==> src/rtl/sm3_hash_engine_assert.svh <==
// assertion macros for the sm3 hash engine
`ifndef SM3_HASH_ENGINE_ASSERT_SVH
`define SM3_HASH_ENGINE_ASSERT_SVH

// antecedent implies consequent in the same cycle
`define SM3_ASSERT_SAME(label, ante, cons, msg) \
    label: assert property (@(posedge aclk) disable iff (!aresetn) (ante) |-> (cons)) \
        else $error(msg);

// antecedent implies consequent in the next cycle
`define SM3_ASSERT_NEXT(label, ante, cons, msg) \
    label: assert property (@(posedge aclk) disable iff (!aresetn) (ante) |=> (cons)) \
        else $error(msg);

`endif

==> src/rtl/sm3_pkg.sv <==
// shared types, constants and functions of the sm3 hash engine
`timescale 1ns / 1ps

package sm3_pkg;

    typedef logic [31:0] word_t;

    // word k of the chaining value sits at index 7-k (a at index 7)
    typedef logic [7:0][31:0] chain_t;

    // expansion window, index 0 holds the oldest word
    typedef logic [15:0][31:0] window_t;

    localparam chain_t SM3_IV = {
        32'h7380166F, 32'h4914B2B9, 32'h172442D7, 32'hDA8A0600,
        32'hA96F30BC, 32'h163138AA, 32'hE38DEE4D, 32'hB0FB0E4E
    };

    localparam word_t SM3_T_LOW  = 32'h79CC4519;
    localparam word_t SM3_T_HIGH = 32'h7A879D8A;
    localparam word_t SM3_PAD_WORD = 32'h80000000;

    function automatic word_t rotl32(input word_t x, input logic [4:0] n);
        logic [63:0] both;
        both = {x, x} << n;
        return both[63:32];
    endfunction

    function automatic word_t perm0(input word_t x);
        return x ^ rotl32(x, 5'd9) ^ rotl32(x, 5'd17);
    endfunction

    function automatic word_t perm1(input word_t x);
        return x ^ rotl32(x, 5'd15) ^ rotl32(x, 5'd23);
    endfunction

endpackage

==> src/rtl/sm3_round.sv <==
// one sm3 compression round and one message expansion step
`timescale 1ns / 1ps

module sm3_round (
    input  sm3_pkg::chain_t  state_in,
    input  sm3_pkg::window_t window,
    input  logic [5:0]       round_idx,
    output sm3_pkg::chain_t  state_out,
    output sm3_pkg::word_t   expand_word
);
    import sm3_pkg::*;

    word_t a, b, c, d, e, f, g, h;
    word_t tj, a12, ss1, ss2, ff, gg, tt1, tt2, wj, wpj;
    logic  low_rounds;

    assign a = state_in[7];
    assign b = state_in[6];
    assign c = state_in[5];
    assign d = state_in[4];
    assign e = state_in[3];
    assign f = state_in[2];
    assign g = state_in[1];
    assign h = state_in[0];

    assign low_rounds = (round_idx[5:4] == 2'b00);
    assign wj  = window[0];
    assign wpj = window[0] ^ window[4];

    always_comb begin
        tj  = low_rounds ? SM3_T_LOW : SM3_T_HIGH;
        a12 = rotl32(a, 5'd12);
        ss1 = rotl32(a12 + e + rotl32(tj, round_idx[4:0]), 5'd7);
        ss2 = ss1 ^ a12;
        if (low_rounds) begin
            ff = a ^ b ^ c;
            gg = e ^ f ^ g;
        end else begin
            ff = (a & b) | (a & c) | (b & c);
            gg = (e & f) | (~e & g);
        end
        tt1 = ff + d + ss2 + wpj;
        tt2 = gg + h + ss1 + wj;
        state_out = {tt1, a, rotl32(b, 5'd9), c, perm0(tt2), e, rotl32(f, 5'd19), g};
    end

    assign expand_word = perm1(window[0] ^ window[7] ^ rotl32(window[13], 5'd15))
                       ^ rotl32(window[3], 5'd7) ^ window[10];

endmodule

==> src/rtl/sm3_hash_engine.sv <==
// sm3 hash engine: word buffer, padding sequencer and iterative compression
// a message word is absorbed while idle; every 16th buffered word starts a
// compression, one round per cycle through the single shared round unit;
// new words wait until the compression is done; the final word is followed by
// padding words one per cycle between compressions, one or two compressions and
// 8 digest transactions; reset loads the initial vector and clears the counters
`timescale 1ns / 1ps

module sm3_hash_engine (
    input  logic                 aclk,
    input  logic                 aresetn,
    input  logic                 s_valid,
    output logic                 s_ready,
    input  sm3_pkg::word_t       s_message_word,
    input  logic [2:0]           s_valid_bytes,
    input  logic                 s_final_word,
    output logic                 m_valid,
    input  logic                 m_ready,
    output sm3_pkg::word_t       m_digest_word,
    output logic [2:0]           m_word_position,
    output logic                 m_last_word
);
    import sm3_pkg::*;

    typedef enum logic [1:0] {
        ST_IDLE,
        ST_FILL,
        ST_COMP,
        ST_OUT
    } state_t;

    state_t       state_reg, state_next;
    chain_t       chain_reg, chain_next;
    logic [3:0]   idx_reg, idx_next;
    logic [60:0]  count_reg, count_next;
    logic         fin_reg, fin_next;
    logic         pad_pend_reg, pad_pend_next;
    logic         len_hi_reg, len_hi_next;
    logic [2:0]   pos_reg, pos_next;
    logic [5:0]   round_reg, round_next;

    window_t      win_reg, win_next;
    chain_t       work_reg, work_next;

    chain_t       round_out;
    word_t        expand_word;
    logic         push;
    word_t        push_word;
    logic [2:0]   vb_sat;

    sm3_round u_round (
        .state_in    (work_reg),
        .window      (win_reg),
        .round_idx   (round_reg),
        .state_out   (round_out),
        .expand_word (expand_word)
    );

    assign vb_sat = (s_valid_bytes > 3'd4) ? 3'd4 : s_valid_bytes;

    always_comb begin
        state_next    = state_reg;
        chain_next    = chain_reg;
        idx_next      = idx_reg;
        count_next    = count_reg;
        fin_next      = fin_reg;
        pad_pend_next = pad_pend_reg;
        len_hi_next   = len_hi_reg;
        pos_next      = pos_reg;
        round_next    = round_reg;
        win_next      = win_reg;
        work_next     = work_reg;
        push          = 1'b0;
        push_word     = '0;

        unique case (state_reg)
            ST_IDLE: begin
                if (s_valid) begin
                    push = 1'b1;
                    if (!s_final_word) begin
                        push_word  = s_message_word;
                        count_next = count_reg + 61'd4;
                    end else begin
                        fin_next      = 1'b1;
                        len_hi_next   = 1'b0;
                        count_next    = count_reg + {58'd0, vb_sat};
                        pad_pend_next = (vb_sat == 3'd4);
                        case (vb_sat)
                            3'd0:    push_word = SM3_PAD_WORD;
                            3'd1:    push_word = {s_message_word[31:24], 24'h800000};
                            3'd2:    push_word = {s_message_word[31:16], 16'h8000};
                            3'd3:    push_word = {s_message_word[31:8], 8'h80};
                            default: push_word = s_message_word;
                        endcase
                    end
                end
            end
            ST_FILL: begin
                push = 1'b1;
                if (pad_pend_reg) begin
                    push_word     = SM3_PAD_WORD;
                    pad_pend_next = 1'b0;
                end else if (len_hi_reg) begin
                    push_word = {count_reg[28:0], 3'b000};
                end else if (idx_reg == 4'd14) begin
                    push_word   = count_reg[60:29];
                    len_hi_next = 1'b1;
                end else begin
                    push_word = '0;
                end
            end
            ST_COMP: begin
                work_next  = round_out;
                round_next = round_reg + 6'd1;
                win_next   = {expand_word, win_reg[15:1]};
                if (round_reg == 6'd63) begin
                    chain_next = chain_reg ^ round_out;
                    if (fin_reg && len_hi_reg) begin
                        state_next = ST_OUT;
                        pos_next   = '0;
                    end else if (fin_reg) begin
                        state_next = ST_FILL;
                    end else begin
                        state_next = ST_IDLE;
                    end
                end
            end
            ST_OUT: begin
                if (m_ready) begin
                    pos_next = pos_reg + 3'd1;
                    if (pos_reg == 3'd7) begin
                        state_next  = ST_IDLE;
                        chain_next  = SM3_IV;
                        idx_next    = '0;
                        count_next  = '0;
                        fin_next    = 1'b0;
                        len_hi_next = 1'b0;
                    end
                end
            end
            default: state_next = ST_IDLE;
        endcase

        if (push) begin
            win_next = {push_word, win_reg[15:1]};
            idx_next = idx_reg + 4'd1;
            if (idx_reg == 4'd15) begin
                state_next = ST_COMP;
                work_next  = chain_reg;
                round_next = '0;
            end else if (fin_next) begin
                state_next = ST_FILL;
            end else begin
                state_next = ST_IDLE;
            end
        end
    end

    always_ff @(posedge aclk) begin
        if (!aresetn) begin
            state_reg    <= ST_IDLE;
            chain_reg    <= SM3_IV;
            idx_reg      <= '0;
            count_reg    <= '0;
            fin_reg      <= 1'b0;
            pad_pend_reg <= 1'b0;
            len_hi_reg   <= 1'b0;
            pos_reg      <= '0;
            round_reg    <= '0;
        end else begin
            state_reg    <= state_next;
            chain_reg    <= chain_next;
            idx_reg      <= idx_next;
            count_reg    <= count_next;
            fin_reg      <= fin_next;
            pad_pend_reg <= pad_pend_next;
            len_hi_reg   <= len_hi_next;
            pos_reg      <= pos_next;
            round_reg    <= round_next;
        end
    end

    always_ff @(posedge aclk) begin
        win_reg  <= win_next;
        work_reg <= work_next;
    end

    assign s_ready         = (state_reg == ST_IDLE);
    assign m_valid         = (state_reg == ST_OUT);
    assign m_digest_word   = chain_reg[3'd7 - pos_reg];
    assign m_word_position = pos_reg;
    assign m_last_word     = (pos_reg == 3'd7);

    `include "sm3_hash_engine_assert.svh"

    // no input is taken while the digest is being delivered
    `SM3_ASSERT_SAME(a_ready_excl, m_valid, !s_ready, "input ready during digest output")

    // the last digest transaction restarts the message
    `SM3_ASSERT_NEXT(a_restart, m_valid && m_ready && m_last_word,
        s_ready && idx_reg == 4'd0 && count_reg == 61'd0, "engine not restarted after digest")

    // digest words come out in order
    `SM3_ASSERT_NEXT(a_pos_step, m_valid && m_ready && !m_last_word,
        m_valid && m_word_position == $past(m_word_position) + 3'd1, "digest word skipped")

    // a compression starts only with a full block
    `SM3_ASSERT_NEXT(a_comp_start, state_reg != ST_COMP && state_next == ST_COMP,
        idx_reg == 4'd0 && round_reg == 6'd0, "compression started on partial block")

endmodule
==> config.mk <==
export PLATFORM = sky130hd
export DESIGN_NAME = sm3_hash_engine
export DESIGN_NICKNAME = d
export VERILOG_FILES = /design/src/rtl/sm3_pkg.sv /design/src/rtl/sm3_round.sv /design/src/rtl/sm3_hash_engine.sv
export VERILOG_INCLUDE_DIRS = /design/src /design/src/rtl
export SDC_FILE = /design/constraint.sdc
export NUM_CORES = 2
export LEC_CHECK = 0
export BUFFER_PORTS_ARGS = -buffer_cell sky130_fd_sc_hd__buf_2
export CELL_PAD_IN_SITES_DETAIL_PLACEMENT = 0
export CELL_PAD_IN_SITES_GLOBAL_PLACEMENT = 1
export CORE_MARGIN = 2
export CORE_UTILIZATION = 45
export CTS_BUF_LIST = sky130_fd_sc_hd__clkbuf_4
export DETAILED_ROUTE_END_ITERATION = 10
export PLACE_DENSITY = 0.72
export SLEW_MARGIN = 20
export SYNTH_ARGS = -nofsm -noshare
export SYNTH_HDL_FRONTEND = slang
export SYNTH_SLANG_ARGS = --single-unit
==> constraint.sdc <==
create_clock -name aclk -period 14.65 [get_ports aclk]
set_clock_uncertainty 0.05 [all_clocks]
set_input_delay 1.465 -clock aclk [delete_from_list [all_inputs] [get_ports aclk]]
set_output_delay 1.465 -clock aclk [all_outputs]
set_load 0.01 [all_outputs]
## Word-level counts from Yosys, hierarchy flattened

Index checks and enable logic that the tools add are counted.

- Output and inout port bits: 38
- Word-level logic and storage cells: 187
- Input bits: 40
- Register bits after elaboration: 1,103

- Multiplexer cells: 65
- Reductions and logical operators: 20
- Shift operators: 1
- Equal/unequal tests: 21
- Magnitude comparators: 2
- $add $sub $neg: 14
- Bitwise logic cells: 24

Operators with widths:

| operator | number |
|---|---|
| 2-to-1 mux 256 bit | 6 |
| 2-to-1 mux 512 bit | 2 |
| case mux 256 bit (2 select lines) | 1 |
| XOR 32 bit | 14 |
| adder 32 bit | 8 |
| 2-to-1 mux 32 bit | 8 |
| XOR 256 bit | 1 |
| 2-to-1 mux 61 bit | 4 |
| bitwise AND 32 bit | 5 |
| case mux 32 bit (4 select lines) | 1 |
| case mux 61 bit (2 select lines) | 1 |
| binary-select mux 32 bit (select 3 bit) | 1 |
| bitwise OR 32 bit | 3 |
| case mux 32 bit (2 select lines) | 1 |
| left shift 64 x 5 -> 64 bit | 1 |
| adder 61 x 3 -> 61 bit | 1 |
| adder 61 x 3 -> 61 bit (second input constant) | 1 |
| NOT 32 bit | 1 |
| 2-to-1 mux 26 bit | 1 |
| 2-to-1 mux 6 bit | 3 |
| 2-to-1 mux 1 bit | 16 |
| 2-to-1 mux 4 bit | 4 |
| AND reduction 4 bit | 4 |
| nonzero test 2 bit | 7 |
| 29 further kinds | 52 |

## Depth between registers and ports, before layout

- Word-level depth: 12
- Mapped depth: 41
- Gate-level depth less buffers: 35

## Modules after synthesis

From an unflattened synthesis, not the netlist that was laid out.

- Cell total of the unflattened synthesis: 5,694
- Area total of the unflattened synthesis: 59,746.1 sq um

Modules (own cells, without submodules):

| module | area an instance (sq um) | times used | cells an instance | seq. area each (sq um) |
|---|---|---|---|---|
| sm3_hash_engine | 42,663.4 | 1 | 3,549 | 27,206.1 |
| sm3_round | 17,082.6 | 1 | 2,145 | 0.0 |

## Least setup slack after synthesis

OpenSTA, ideal clock, no wires.

- Path type: input to register
- From: in s_valid
- To: reg win_reg[0] in the netlist's numbering, enable pin
- Data arrival time: 10,148 ps
- Path slack: 828 ps
- Path buffers: 0
- Stages on the path: 2
- Library setup time: 3,624 ps
- Cell sequence: a21oi_1 nand2_1

- Word-level cells in the longest chain between the ends: 3

RTL lines:

| element | line | text |
|---|---|---|
| start, declared | sm3_hash_engine.sv:12 | `input logic s_valid,` |
| 2-to-1 mux 1 bit | sm3_hash_engine.sv:78 | `if (s_valid) begin` |
| case mux 1 bit (2 select lines) | sm3_hash_engine.sv:76 | `unique case (state_reg)` |
| nonzero test 2 bit (no line) | - |  |
| end signal, assigned | sm3_hash_engine.sv:184 | `win_reg <= win_next;` |
| end, declared | sm3_hash_engine.sv:42 | `window_t win_reg, win_next;` |

Every way passes these cells.
A chain may end at the register's enable or synchronous reset.

## Worst setup path in the final report

- From: reg round_reg[4]
- To: reg chain_reg[102] in the netlist's numbering

- Word-level cells in the longest chain between the ends: 11
- Elaborated cells between the ends (all ways): 16
- Those cells by class: add/sub (4); eq/ne (2); shift (1); mux (4); bitwise (3); reduce/logical (2)

RTL lines:

| element | line | text |
|---|---|---|
| start, declared | sm3_hash_engine.sv:40 | `logic [5:0] round_reg, round_next;` |
| start signal, assigned | sm3_hash_engine.sv:179 | `round_reg <= round_next;` |
| zero test 2 bit | sm3_round.sv:26 | `assign low_rounds = (round_idx[5:4] == 2'b00);` |
| 2-to-1 mux 26 bit | sm3_round.sv:31 | `tj = low_rounds ? SM3_T_LOW : SM3_T_HIGH;` |
| left shift 64 x 5 -> 64 bit | sm3_pkg.sv:25 | `both = {x, x} << n;` |
| adder 32 bit | sm3_round.sv:33 | `ss1 = rotl32(a12 + e + rotl32(tj, round_idx[4:0]), 5'd7);` |
| adder 32 bit (2 in a row) | sm3_round.sv:43 | `tt2 = gg + h + ss1 + wj;` |
| XOR 32 bit (2 in a row) | sm3_pkg.sv:30 | `return x ^ rotl32(x, 5'd9) ^ rotl32(x, 5'd17);` |
| XOR 256 bit | sm3_hash_engine.sv:117 | `chain_next = chain_reg ^ round_out;` |
| 2-to-1 mux 256 bit | sm3_hash_engine.sv:116 | `if (round_reg == 6'd63) begin` |
| case mux 256 bit (2 select lines) | sm3_hash_engine.sv:76 |  |
| end signal, assigned | sm3_hash_engine.sv:172 | `chain_reg <= chain_next;` |
| end, declared | sm3_hash_engine.sv:33 | `chain_t chain_reg, chain_next;` |

Several ways; a longest one is shown, not always the timed one. The select of a mux whose other input is x is not followed.

==> reports/metrics.csv <==
stage;metric;value;unit
critical_path;CP most frequent cell;a21oi_1;
synth;Synth cell types;85;
run;Max Cap Violations;0;
synth;ys async rst share;0;%
worst_hold_path;WHS Path Cells;0;
cts;number of setup buffers added after CTS;0;
grt;number of global-route vias before repair;39200;
synth;main combinational cell family by area after synthesis;simple AND/OR/NAND/NOR gates;
synth;EDFF count, synth;512;
cts;H-tree depth;5;
die;Die ar.;129000;µm²
grt;global-route wire length before repair;267;mm
synth;Post-Synth XOR/XNOR Area;10.7;%
layout;Storage cell area;27200;µm²
critical_path;Setup crit end kind;register;
critical_path;Reg2Reg Setup Slack;4010;ps
layout;share of layout cells above drive strength 1;13.5;%
route;final WL;184;mm
synth;simple-gate share of the synthesized area;11.2;%
sta;Setup violations, final;0;
layout;max reg flops;512;
layout;P&R area growth vs syn;10.1;%
die;core box area;126000;µm²
die;Die W;360;µm
synth;syn_area_per_cell;10.5;µm²
worst_hold_path;hold crit path type;register to register;
die;# IOs;78;
synth;Synth area leader;edfxtp_1;
place;Buffers on Ports;77;
sta;post-layout min period;10640;ps
place;Final Wtd Congestion;0.987;
layout;final instance area;62700;µm²
synth;Synth warnings;0;
critical_path;cell depth of the worst flop-to-flop path;37;
cts;Worst-Skew Late Latency;1240;ps
critical_path;CP peak stage delay;650;ps
layout;Multi-input gate area;27900;µm²
layout;fin nets;5942;
synth;Syn Std Cell Area;57000;µm²
synth;syn nets;5781;
sta;Tightest Pin Transition;1190;ps
layout;Fill cells;11600;
route;DRC violations left;0;
critical_path;Startpoint Class;register;
sta;slew margin rel.;20.6;%
sta;Tcrit/Tclk final;72.6;%
cts;CTS Sinks;1103;
place;Area after DPL;58800;µm²
sta;Slew Limit Fails;0;
sta;total negative slack;0;ps
sta;RSZ-0062 raised after global routing;no;
route;drt via density;5.51;
cts;CTS tree;yes;
cts;clock buffer depth;4;
layout;final core utilization;50.0;%
grt;global route overflow;0;
die;Die Span Y;360;µm
critical_path;Max FO, Critical Path;65;
sta;Final Hold Vio Count;0;
critical_path;slowest library cell on the worst path;buf_4;
synth;largest cells by area after synthesis;edfxtp_1 27%, dfxtp_1 21%, fa_1 6.6%;
grt;initial antenna violation count;8;
cts;Post-CTS Hold Buffers;0;
synth;post-synth top area share;27.0;%
synth;mux contribution to synthesized area;8.16;%
cts;CTS root buffer;clkbuf_4;
critical_path;Crit path arrival time;11640;ps
die;effective utilization at floorplan;45.4;%
synth;Main synth FF type;dfxtp_1;
cts;CTS clk-pin slew, worst paths;60;ps
route;Initial DRC Count;4044;
sta;fmax;94.0;MHz
place;dpl hpwl;136;mm
synth;synthesized flop and latch total;1103;
route;routed len/inst;24.6;µm
cts;TritonCTS Buffers;313;
synth;Post-Synth Adder-Cell Area;9.08;%
synth;compound-cell area share of the yosys netlist;9.81;%
cts;post_cts resized;0;
route;total iterations of the first detailed-routing run;5;
critical_path;Crit Path Class;register to register;
die;cell row count;130;
route;vias;41200;
synth;Syn Inst Count;5441;
grt;Tot GR Track Use;28.2;%
critical_path;required time of the critical path;15650;ps
status;status;finished clean;
grt;largest net degree at the start of global routing;205;
route;antenna-violating nets left;0;
synth;sequential area share after synthesis;47.7;%
-- cells in the mapped netlist (16+ instances only) --
library cell	n
nand4_1	23
a31oi_1	16
a21oi_1	233
nand3_1	80
nand2_1	832
or3_1	38
mux4_2	64
edfxtp_1	512
mux2_2	67
and2_1	16
clkbuf_1	242
xnor2_1	324
a211oi_1	16
and3_1	42
nor3_1	60
o21ai_0	484
nor2_1	358
a22oi_1	21
xor2_1	338
fa_1	189
buf_1	38
nor2b_1	17
ha_1	111
mux2i_1	245
dfxtp_1	591
a21o_1	54
inv_1	220
-- worst max-delay path: cells and delay by family (launching register included) --
family,cells,cell delay [ps]
buffers and inverters,4,1470
adder cells (fa/ha/maj),6,2540
AO/OA/AOI/OAI,17,3910
multiplexers,1,320
XOR/XNOR,2,740
AND/OR/NAND/NOR,7,1210
flip-flops,1,310
-- cell families (layout without fill, tap and decap cells) --
family	count (synthesis)	after routing
AOI/OAI and AO/OA	966	966
xor gates and xnor gates	675	675
adders and majority gates	300	300
buffers and inverters	509	882
DFF	1103	1103
muxes	376	376
other	0	11
and+or+nand+nor	1512	1512
-- metrics by stage --
step | setup WS [ps] | hold WS [ps] | instances
after floorplan | 828 | 350 | 5441
after global placement | 4100 | 350 | 6937
after detailed placement | 4070 | 355 | 6937
after CTS | 4050 | 269 | 7464
after global routing | 3270 | 305 | 7472
final | 4010 | 284 | 7475
-- worst paths after layout --
check | startpoint | to
min | win_reg[72]$_DFFE_PP_ | win_reg[40]$_DFFE_PP_
min reg2reg | win_reg[72]$_DFFE_PP_ | win_reg[40]$_DFFE_PP_
max | round_reg[4]$_SDFF_PN0_ | chain_reg[102]$_SDFFE_PN0P_
max reg2reg | round_reg[4]$_SDFF_PN0_ | chain_reg[102]$_SDFFE_PN0P_
-- layout by cell type (no fill, tap or decap), types with 21 or more instances in the layout --
| master | n |
|---|---|
| a21o_1 | 54 |
| a21oi_1 | 233 |
| a22oi_1 | 21 |
| and3_1 | 42 |
| buf_2 | 77 |
| buf_4 | 52 |
| clkbuf_4 | 463 |
| clkinv_1 | 50 |
| dfxtp_1 | 588 |
| edfxtp_1 | 512 |
| fa_1 | 189 |
| ha_1 | 110 |
| inv_1 | 219 |
| mux2_2 | 67 |
| mux2i_1 | 245 |
| mux4_2 | 64 |
| nand2_1 | 828 |
| nand3_1 | 80 |
| nand4_1 | 23 |
| nor2_1 | 357 |
| nor3_1 | 60 |
| o21ai_0 | 483 |
| or3_1 | 38 |
| xnor2_1 | 324 |
| xor2_1 | 338 |
-- layout make-up --
class                      instances  share of cell area (%)
antenna                           11                  0.0439
clock buffer                     463                    5.54
clock inverter                    64                   0.606
inverter                         224                    1.34
multi-input combinational       3829                    44.5
sequential                      1103                    43.4
tap                             1650                    3.29
timing repair buffer             131                    1.29
-- layer usage --
layer,global-route usage (%),vias to the layer above,routed length (µm)
li1,-,19200,-
met1,38.5,20300,81400
met2,44.6,1308,84600
met3,4.57,314,10600
met4,11.8,2,7480
met5,0,-,13
Power is not shown: default switching activity piles up to over one toggle a cycle in this logic, so the estimate is an artifact.
